===== src/hw/rtl/vn_pkg.sv =====
`timescale 1ns / 1ps
// ----------------------------------------------------------------------------
// vn_pkg
// Shared widths, sizes and helpers for the vector normalizer.
// ----------------------------------------------------------------------------
package vn_pkg;

  localparam int unsigned MAX_LEN    = 16;
  localparam int unsigned IDX_W      = $clog2(MAX_LEN);
  localparam int unsigned CNT_W      = $clog2(MAX_LEN + 1);

  localparam int unsigned ELEM_W     = 32;
  localparam int unsigned PROD_W     = 2 * ELEM_W;
  localparam int unsigned SUM_W      = 68;
  localparam int unsigned ROOT_W     = SUM_W / 2;
  localparam int unsigned SQ_REM_W   = ROOT_W + 3;
  localparam int unsigned SQ_CNT_W   = $clog2(ROOT_W);
  localparam int unsigned MAG_W      = 35;

  localparam int unsigned FRAC_W     = 30;
  localparam int unsigned QUO_W      = FRAC_W + 1;
  localparam int unsigned DIV_REM_W  = ROOT_W + 1;
  localparam int unsigned DIV_CNT_W  = $clog2(QUO_W);

  // Unsigned magnitude of a two's complement element; the most negative
  // value maps to 2^31.
  function automatic logic [ELEM_W-1:0] abs_mag(input logic [ELEM_W-1:0] v);
    logic [ELEM_W-1:0] r;
    r = v[ELEM_W-1] ? (~v + ELEM_W'(1)) : v;
    return r;
  endfunction

endpackage


===== src/hw/rtl/vector_normalizer_top.sv =====
`timescale 1ns / 1ps
// ----------------------------------------------------------------------------
// vector_normalizer_top
// L2 normalization of a vector of Q16.16 elements into Q2.30 unit values.
//
// Input channel (in_valid_i/in_ready_o): one element per transfer, last_i
// closes the vector. Elements are taken one per cycle while loading; up to
// 16 are stored, further ones are dropped and too_long_o is set on the run.
// Output channel (out_valid_o/out_ready_i): one result per stored element,
// last_res_o on the final one. A zero vector gives a single result with
// zero_vector_o set.
// Flow: after the last transfer, the squaring pipeline (mag_q, prod_q)
// drains into sum_q and the root unit then computes the 34 root bits.
// Each result is then computed by the 31-step serial divider. The result
// sits in an output register; a stalled receiver holds it and the block
// waits there. After the final result is loaded the block takes new
// elements at once. Reset empties the vector and the output.
// ----------------------------------------------------------------------------
module vector_normalizer_top (
  input  logic                               clk_i,
  input  logic                               rst_ni,
  input  logic                               in_valid_i,
  output logic                               in_ready_o,
  input  logic signed [vn_pkg::ELEM_W-1:0]   element_i,
  input  logic                               last_i,
  output logic                               out_valid_o,
  input  logic                               out_ready_i,
  output logic signed [vn_pkg::ELEM_W-1:0]   unit_value_o,
  output logic [vn_pkg::MAG_W-1:0]           magnitude_o,
  output logic                               last_res_o,
  output logic                               zero_vector_o,
  output logic                               too_long_o
);

  typedef enum logic [2:0] {
    ST_LOAD, ST_DRAIN, ST_ROOT, ST_ZERO, ST_DIVSTART, ST_DIVWAIT, ST_EMIT
  } state_e;

  state_e state_q;

  logic [vn_pkg::ELEM_W-1:0] store_q [vn_pkg::MAX_LEN];

  logic [vn_pkg::CNT_W-1:0]  count_q;
  logic [vn_pkg::IDX_W-1:0]  idx_q;
  logic                      ovf_q;
  logic [vn_pkg::ELEM_W-1:0] mag_q;
  logic                      mag_v_q;
  logic [vn_pkg::PROD_W-1:0] prod_q;
  logic                      prod_v_q;
  logic [vn_pkg::SUM_W-1:0]  sum_q;
  logic [vn_pkg::ROOT_W-1:0] norm_q;
  logic                      neg_q;

  logic                      out_valid_q;
  logic [vn_pkg::ELEM_W-1:0] unit_value_q;
  logic [vn_pkg::MAG_W-1:0]  magnitude_q;
  logic                      last_res_q;
  logic                      zero_vector_q;
  logic                      too_long_q;

  logic                      in_xfer;
  logic                      has_room;
  logic                      out_free;
  logic                      sqrt_start;
  logic                      sqrt_done;
  logic [vn_pkg::ROOT_W-1:0] sqrt_root;
  logic                      div_start;
  logic                      div_done;
  logic [vn_pkg::QUO_W-1:0]  div_quo;
  logic [vn_pkg::ELEM_W-1:0] rd_elem;
  logic [vn_pkg::ELEM_W-1:0] quo_ext;
  logic                      is_final;

  assign in_ready_o = (state_q == ST_LOAD);
  assign in_xfer    = in_valid_i && in_ready_o;
  assign has_room   = (count_q < vn_pkg::CNT_W'(vn_pkg::MAX_LEN));
  assign out_free   = !out_valid_q || out_ready_i;
  assign sqrt_start = (state_q == ST_DRAIN) && !mag_v_q && !prod_v_q;
  assign div_start  = (state_q == ST_DIVSTART);
  assign rd_elem    = store_q[idx_q];
  assign quo_ext    = {1'b0, div_quo};
  assign is_final   = ((vn_pkg::CNT_W'(idx_q) + vn_pkg::CNT_W'(1)) == count_q);

  vn_isqrt u_isqrt (
    .clk_i      (clk_i),
    .rst_ni     (rst_ni),
    .start_i    (sqrt_start),
    .radicand_i (sum_q),
    .done_o     (sqrt_done),
    .root_o     (sqrt_root)
  );

  vn_divider u_divider (
    .clk_i     (clk_i),
    .rst_ni    (rst_ni),
    .start_i   (div_start),
    .mag_i     (vn_pkg::abs_mag(rd_elem)),
    .divisor_i (norm_q),
    .done_o    (div_done),
    .quo_o     (div_quo)
  );

  always_ff @(posedge clk_i) begin
    if (in_xfer && has_room) begin
      store_q[count_q[vn_pkg::IDX_W-1:0]] <= element_i;
    end
  end

  always_ff @(posedge clk_i or negedge rst_ni) begin
    if (!rst_ni) begin
      state_q       <= ST_LOAD;
      count_q       <= '0;
      idx_q         <= '0;
      ovf_q         <= 1'b0;
      mag_q         <= '0;
      mag_v_q       <= 1'b0;
      prod_q        <= '0;
      prod_v_q      <= 1'b0;
      sum_q         <= '0;
      norm_q        <= '0;
      neg_q         <= 1'b0;
      out_valid_q   <= 1'b0;
      unit_value_q  <= '0;
      magnitude_q   <= '0;
      last_res_q    <= 1'b0;
      zero_vector_q <= 1'b0;
      too_long_q    <= 1'b0;
    end else begin
      if (out_valid_q && out_ready_i) begin
        out_valid_q <= 1'b0;
      end

      // square and accumulate pipeline
      mag_v_q  <= 1'b0;
      prod_v_q <= mag_v_q;
      if (mag_v_q) begin
        prod_q <= vn_pkg::PROD_W'(mag_q) * vn_pkg::PROD_W'(mag_q);
      end
      if (prod_v_q) begin
        sum_q <= sum_q + {{(vn_pkg::SUM_W - vn_pkg::PROD_W){1'b0}}, prod_q};
      end

      case (state_q)
        ST_LOAD: begin
          if (in_xfer) begin
            if (has_room) begin
              mag_q   <= vn_pkg::abs_mag(element_i);
              mag_v_q <= 1'b1;
              count_q <= count_q + vn_pkg::CNT_W'(1);
            end else begin
              ovf_q <= 1'b1;
            end
            if (last_i) begin
              state_q <= ST_DRAIN;
            end
          end
        end
        ST_DRAIN: begin
          if (sqrt_start) begin
            state_q <= ST_ROOT;
          end
        end
        ST_ROOT: begin
          if (sqrt_done) begin
            norm_q <= sqrt_root;
            idx_q  <= '0;
            if (sqrt_root == '0) begin
              state_q <= ST_ZERO;
            end else begin
              state_q <= ST_DIVSTART;
            end
          end
        end
        ST_ZERO: begin
          if (out_free) begin
            out_valid_q   <= 1'b1;
            unit_value_q  <= '0;
            magnitude_q   <= '0;
            last_res_q    <= 1'b1;
            zero_vector_q <= 1'b1;
            too_long_q    <= ovf_q;
            sum_q         <= '0;
            count_q       <= '0;
            ovf_q         <= 1'b0;
            state_q       <= ST_LOAD;
          end
        end
        ST_DIVSTART: begin
          neg_q   <= rd_elem[vn_pkg::ELEM_W-1];
          state_q <= ST_DIVWAIT;
        end
        ST_DIVWAIT: begin
          if (div_done) begin
            state_q <= ST_EMIT;
          end
        end
        ST_EMIT: begin
          if (out_free) begin
            out_valid_q   <= 1'b1;
            unit_value_q  <= neg_q ? (~quo_ext + vn_pkg::ELEM_W'(1)) : quo_ext;
            magnitude_q   <= vn_pkg::MAG_W'(norm_q);
            last_res_q    <= is_final;
            zero_vector_q <= 1'b0;
            too_long_q    <= ovf_q;
            if (is_final) begin
              sum_q   <= '0;
              count_q <= '0;
              ovf_q   <= 1'b0;
              state_q <= ST_LOAD;
            end else begin
              idx_q   <= idx_q + vn_pkg::IDX_W'(1);
              state_q <= ST_DIVSTART;
            end
          end
        end
        default: begin
          state_q <= ST_LOAD;
        end
      endcase
    end
  end

  assign out_valid_o   = out_valid_q;
  assign unit_value_o  = unit_value_q;
  assign magnitude_o   = magnitude_q;
  assign last_res_o    = last_res_q;
  assign zero_vector_o = zero_vector_q;
  assign too_long_o    = too_long_q;

  a_zero_single: assert property (@(posedge clk_i) disable iff (!rst_ni)
    out_valid_o && zero_vector_o |-> last_res_o && unit_value_o == '0 && magnitude_o == '0)
    else $error("zero vector result malformed");

  a_norm_nonzero: assert property (@(posedge clk_i) disable iff (!rst_ni)
    out_valid_o && !zero_vector_o |-> magnitude_o != '0)
    else $error("nonzero result with zero norm");

  a_unit_range: assert property (@(posedge clk_i) disable iff (!rst_ni)
    out_valid_o |-> unit_value_o <= 32'sd1073741824 && unit_value_o >= -32'sd1073741824)
    else $error("unit value out of range");

  a_count_bound: assert property (@(posedge clk_i) disable iff (!rst_ni)
    count_q <= vn_pkg::CNT_W'(vn_pkg::MAX_LEN))
    else $error("element count beyond store depth");

  a_root_when_waiting: assert property (@(posedge clk_i) disable iff (!rst_ni)
    sqrt_done |-> state_q == ST_ROOT)
    else $error("square root finished outside root phase");

endmodule


===== src/hw/rtl/vn_isqrt.sv =====
`timescale 1ns / 1ps
// ----------------------------------------------------------------------------
// vn_isqrt
// Floored integer square root, two radicand bits per cycle.
// ----------------------------------------------------------------------------
module vn_isqrt (
  input  logic                       clk_i,
  input  logic                       rst_ni,
  input  logic                       start_i,
  input  logic [vn_pkg::SUM_W-1:0]   radicand_i,
  output logic                       done_o,
  output logic [vn_pkg::ROOT_W-1:0]  root_o
);

  logic [vn_pkg::SUM_W-1:0]    rad_q;
  logic [vn_pkg::SQ_REM_W-1:0] rem_q;
  logic [vn_pkg::ROOT_W-1:0]   root_q;
  logic [vn_pkg::SQ_CNT_W-1:0] cnt_q;
  logic                        busy_q;
  logic                        done_q;

  logic [vn_pkg::SQ_REM_W-1:0] rem_sh;
  logic [vn_pkg::SQ_REM_W-1:0] trial;
  logic                        ge;

  assign rem_sh = {rem_q[vn_pkg::SQ_REM_W-3:0], rad_q[vn_pkg::SUM_W-1 -: 2]};
  assign trial  = {1'b0, root_q, 2'b01};
  assign ge     = (rem_sh >= trial);

  always_ff @(posedge clk_i or negedge rst_ni) begin
    if (!rst_ni) begin
      rad_q  <= '0;
      rem_q  <= '0;
      root_q <= '0;
      cnt_q  <= '0;
      busy_q <= 1'b0;
      done_q <= 1'b0;
    end else begin
      done_q <= 1'b0;
      if (start_i) begin
        rad_q  <= radicand_i;
        rem_q  <= '0;
        root_q <= '0;
        cnt_q  <= vn_pkg::SQ_CNT_W'(vn_pkg::ROOT_W - 1);
        busy_q <= 1'b1;
      end else if (busy_q) begin
        rad_q  <= {rad_q[vn_pkg::SUM_W-3:0], 2'b00};
        rem_q  <= ge ? (rem_sh - trial) : rem_sh;
        root_q <= {root_q[vn_pkg::ROOT_W-2:0], ge};
        cnt_q  <= cnt_q - vn_pkg::SQ_CNT_W'(1);
        if (cnt_q == '0) begin
          busy_q <= 1'b0;
          done_q <= 1'b1;
        end
      end
    end
  end

  assign done_o = done_q;
  assign root_o = root_q;

endmodule


===== src/hw/rtl/vn_divider.sv =====
`timescale 1ns / 1ps
// ----------------------------------------------------------------------------
// vn_divider
// Restoring bit-serial divider: (mag << 30) / divisor, one quotient bit
// per cycle. Requires mag <= divisor.
// ----------------------------------------------------------------------------
module vn_divider (
  input  logic                        clk_i,
  input  logic                        rst_ni,
  input  logic                        start_i,
  input  logic [vn_pkg::ELEM_W-1:0]   mag_i,
  input  logic [vn_pkg::ROOT_W-1:0]   divisor_i,
  output logic                        done_o,
  output logic [vn_pkg::QUO_W-1:0]    quo_o
);

  logic [vn_pkg::DIV_REM_W-1:0] rem_q;
  logic [vn_pkg::QUO_W-1:0]     sh_q;
  logic [vn_pkg::QUO_W-1:0]     quo_q;
  logic [vn_pkg::ROOT_W-1:0]    div_q;
  logic [vn_pkg::DIV_CNT_W-1:0] cnt_q;
  logic                         busy_q;
  logic                         done_q;

  logic [vn_pkg::DIV_REM_W-1:0] rem_sh;
  logic [vn_pkg::DIV_REM_W-1:0] div_ext;
  logic                         ge;

  assign rem_sh  = {rem_q[vn_pkg::DIV_REM_W-2:0], sh_q[vn_pkg::QUO_W-1]};
  assign div_ext = {1'b0, div_q};
  assign ge      = (rem_sh >= div_ext);

  always_ff @(posedge clk_i or negedge rst_ni) begin
    if (!rst_ni) begin
      rem_q  <= '0;
      sh_q   <= '0;
      quo_q  <= '0;
      div_q  <= '0;
      cnt_q  <= '0;
      busy_q <= 1'b0;
      done_q <= 1'b0;
    end else begin
      done_q <= 1'b0;
      if (start_i) begin
        rem_q  <= {{(vn_pkg::DIV_REM_W - vn_pkg::ELEM_W + 1){1'b0}},
                   mag_i[vn_pkg::ELEM_W-1:1]};
        sh_q   <= {mag_i[0], {vn_pkg::FRAC_W{1'b0}}};
        quo_q  <= '0;
        div_q  <= divisor_i;
        cnt_q  <= vn_pkg::DIV_CNT_W'(vn_pkg::QUO_W - 1);
        busy_q <= 1'b1;
      end else if (busy_q) begin
        rem_q  <= ge ? (rem_sh - div_ext) : rem_sh;
        sh_q   <= {sh_q[vn_pkg::QUO_W-2:0], 1'b0};
        quo_q  <= {quo_q[vn_pkg::QUO_W-2:0], ge};
        cnt_q  <= cnt_q - vn_pkg::DIV_CNT_W'(1);
        if (cnt_q == '0) begin
          busy_q <= 1'b0;
          done_q <= 1'b1;
        end
      end
    end
  end

  assign done_o = done_q;
  assign quo_o  = quo_q;

endmodule

===== config.mk =====
export PLATFORM = sky130hd
export DESIGN_NAME = vector_normalizer_top
export DESIGN_NICKNAME = d
export VERILOG_FILES = /design/src/hw/rtl/vn_pkg.sv /design/src/hw/rtl/vector_normalizer_top.sv /design/src/hw/rtl/vn_isqrt.sv /design/src/hw/rtl/vn_divider.sv
export SDC_FILE = /design/constraint.sdc
export NUM_CORES = 2
export LEC_CHECK = 0
export ABC_AREA = 1
export BUFFER_PORTS_ARGS = -buffer_cell sky130_fd_sc_hd__buf_4
export CAP_MARGIN = 20
export CELL_PAD_IN_SITES_DETAIL_PLACEMENT = 2
export CELL_PAD_IN_SITES_GLOBAL_PLACEMENT = 2
export CORE_AREA = 5 5 466 468
export CTS_CLUSTER_DIAMETER = 80
export DETAILED_ROUTE_END_ITERATION = 12
export DIE_AREA = 0 0 471 473
export MAX_ROUTING_LAYER = met4
export PLACE_DENSITY_LB_ADDON = 0.1
export SYNTH_ARGS = -nofsm -noshare
export SYNTH_HDL_FRONTEND = slang
export SYNTH_SLANG_ARGS = --single-unit

===== constraint.sdc =====
create_clock -name clk_i -period 14.57 [get_ports clk_i]
set_clock_uncertainty 0.05 [all_clocks]
set_input_delay 2.914 -clock clk_i [delete_from_list [all_inputs] [get_ports clk_i]]
set_output_delay 2.914 -clock clk_i [all_outputs]
set_load 0.01 [all_outputs]

==> flow_summary.json <==
{
  "status": "finished, final reports clean",
  "hold_viol_final": 0,
  "core_um2": 213000,
  "grt_pass1_wl_um": 487000,
  "rrSetupSlack_ps": 6490,
  "cts_buffers": 132,
  "drive_above_1_share": 0.0516,
  "cts_root_buf": "clkbuf_16",
  "drv_cap": 0,
  "wl_met3_um": 8470,
  "synth-edff-count": 512,
  "clk_latency_ps": 820,
  "drt-met1-wl_um": 132000,
  "num-fill-cells": 23700,
  "dr.pass1.iters": 5,
  "fin_nets": 11300,
  "critPathMaxFanout": 33,
  "r2r_cells": 23,
  "synthFlopType": "dfrtp_1",
  "met2_length_um": 163000,
  "utilization": 0.433,
  "setup_viol": 0,
  "cp.required_ps": 15160,
  "die_w_um": 471,
  "timing.critical_path.mode_cell": "fa_1",
  "synth_most_common_cell": "nand2_1",
  "power_frac_clock": 0.504,
  "cts_resized": 0,
  "ys_seq_area_frac": 0.341,
  "cts_tree": "yes",
  "yosysUniqueCellTypes": 62,
  "syn_area_um2": 84500,
  "r2r-end": "prod_q[37]",
  "grt_start_max_net_pins": 149,
  "internal_power_uw": 4980,
  "post_drt_wl_per_cell_um": 24.3,
  "multi_input_area_um2": 46600,
  "synth_common_cells": "2389 x nand2_1, 1993 x inv_1, 793 x fa_1",
  "grt-ovfl-total": 0,
  "async_reset_ff_frac": 0.511,
  "slowest_delay_ps": 580,
  "die_h_um": 473,
  "start_util": 0.396,
  "tightest_slew_ps": 1070,
  "clock_sinks": 1047,
  "dp_cells": 12700,
  "rows": 170,
  "cp-end-kind": "flip-flop",
  "io_pins": 109,
  "tns_ps": 0,
  "holdPathStages": 2,
  "avgSynthCellArea_um2": 8.41,
  "worstHoldStart": "magnitude_o[28]",
  "seqCellArea_um2": 28800,
  "antenna_found_initial": 5,
  "yosysTopAreaCellShare": 0.188,
  "crit_slowest_cell": "fa_1",
  "drt_iter0_drc": 3495,
  "period_minus_slack_ps": 8080,
  "viasPerCell": 5.35,
  "yosysTopAreaCell": "fa_1",
  "io_buffers": 107,
  "syn2layout_area_growth_pct": 9.36,
  "cts_hold_buf": 0,
  "p_seq_frac": 0.479,
  "finalCritPeriodShare": 0.555,
  "drcViolationCount": 0,
  "finalMaxSlewViolations": 0,
  "rsz0062_at_grt": "false",
  "hp-class": "reg2reg",
  "crit_type": "reg2reg",
  "r2r_start": "mag_q[17]",
  "peakVddDrop_v": 0.000132,
  "worstPathArrival_ps": 8670,
  "p_comb_frac": 0.017,
  "routed.top_layer": "met4",
  "dr_total_vias": 69200,
  "finalWorstSetupSlack_ps": 6490,
  "routed_wl_um": 314000,
  "clockBufferDepth": 3,
  "final_cells": 12900,
  "die_area_um2": 223000,
  "clock.fmax_ghz": 0.124,
  "ys_ff_latch": 1047,
  "switchingPower_uw": 1520,
  "start_kind": "flip-flop",
  "postCtsSetupBuffers": 0,
  "routabilityCongestion": 0.901,
  "startpoint": "mag_q[17]",
  "switching_share": 0.234,
  "clk_pin_slew_ps": 60,
  "slew_headroom": 0.285,
  "place_ws_ps": 6690,
  "synth_nets": 11300,
  "ys_warn_count": 0,
  "netlist_instances": 10000,
  "grt.total_usage": 0.291,
  "p_leak_uw": 0.0473,
  "worstPathCellList": "buf_4, nand2_1, fa_1, fa_1, inv_1, fa_1, inv_1, fa_1, inv_1, fa_1, fa_1, fa_1, fa_1, ha_1, a21oi_1, o21ai_0, a21oi_1, a21boi_0, o21ai_0, nand2_1, nand2_1, nand2_1, a31oi_1",
  "dp_hpwl_um": 231000,
  "grt_pass1_vias": 80300,
  "antenna_left": 0,
  "hold_end": "magnitude_o[28]",
  "netlist_top_cells_area": "fa_1 19%, edfxtp_1 18%, dfrtp_1 16%",
  "htree_levels": 4,
  "powerDensity_nw_per_um2": 70.4,
  "finalHoldWorstSlack_ps": 428
}
==> worst max-delay path by stage <==
stage	endpoint	cells after the start
after floorplan	prod_q[52]	26
after global placement	prod_q[41]	26
after detailed placement	prod_q[55]	24
after CTS	prod_q[37]	26
after global routing	prod_q[58]	29
final	prod_q[37]	23
==> cell families (layout without fill, tap and decap cells) <==
logic type,Yosys count,in the layout,share of synthesized area
and+or+nand+nor,3783,3783,0.180
buffers and inverters,2383,2441,0.110
AOI/OAI and AO/OA,1409,1409,0.0962
adders and majority gates,1237,1237,0.254
DFF,1047,1047,0.341
xor gates and xnor gates,187,187,0.0194
other,1,3,0.0000444
==> layer usage <==
layer / vias up / global-route usage
met5: - / -
met4: 0 / 0.0827
met3: 448 / 0.0256
met2: 1037 / 0.524
met1: 36400 / 0.349
li1: 31300 / -
==> placed cells by master (no fill, tap or decap), drive strengths merged, types with 50 or more instances in the layout <==
master	count
a21oi	366
buf	207
clkbuf	166
clkinv	50
dfrtp	535
edfxtp	512
fa	793
ha	444
inv	2010
nand2	2390
nand3	425
nor2	760
nor3	56
o211ai	94
o21ai	612
o22ai	80
or2	67
xnor2	67
xor2	120
==> power groups by stage <==
stage / Combinational [uW] / Sequential (uW) / Clock, uW
CTS: 112 / 3110 / 3370
global placement: 106 / 3170 / 0
floorplan: 21.3 / 3170 / 0
detailed placement: 111 / 3170 / 0
global route: 122 / 3110 / 3490
finish: 110 / 3110 / 3280
==> metrics by stage <==
stage | area (um2) | total power [uW]
6_report | 92400 | 6500
5_1_grt | 92400 | 6720
4_1_cts | 92300 | 6600
3_5_place_dp | 88000 | 3280
3_3_place_gp | 88000 | 3280
2_1_floorplan | 84500 | 3190
==> cell type report <==
class                   count  area share
flip-flops and latches   1047       0.312
diodes                      2   0.0000542
repair buffers            207      0.0175
well taps                2838      0.0384
clock buffers             166      0.0381
clock inverters            64     0.00845
inverters                2004      0.0815
multi-input cells        6617       0.504
==> critical path, delay by kind of cell, from the launching register on <==
| family | cells | cell delay, ps |
|---|---|---|
| flip-flops | 1 | 320 |
| AO/OA/AOI/OAI | 6 | 1620 |
| buffers and inverters | 4 | 700 |
| AND/OR/NAND/NOR | 4 | 650 |
| adder cells (fa/ha/maj) | 9 | 4530 |
==> sequential cells by signal (all words and copies together), names as in the netlist, 3 cells and up <==
name	count
idx_q	4
magnitude_o	34
u_divider.div_q	34
mag_q	32
u_isqrt.root_o	34
prod_q	63
store_q	512
u_isqrt.rem_q	35
u_divider.quo_o	31
u_isqrt.cnt_q	6
state_q	3
norm_q	34
u_divider.rem_q	34
count_q	5
sum_q	68
u_divider.cnt_q	5
u_isqrt.rad_q	68
unit_value_o	32
Note: power is estimated with default switching activity, not from simulation.
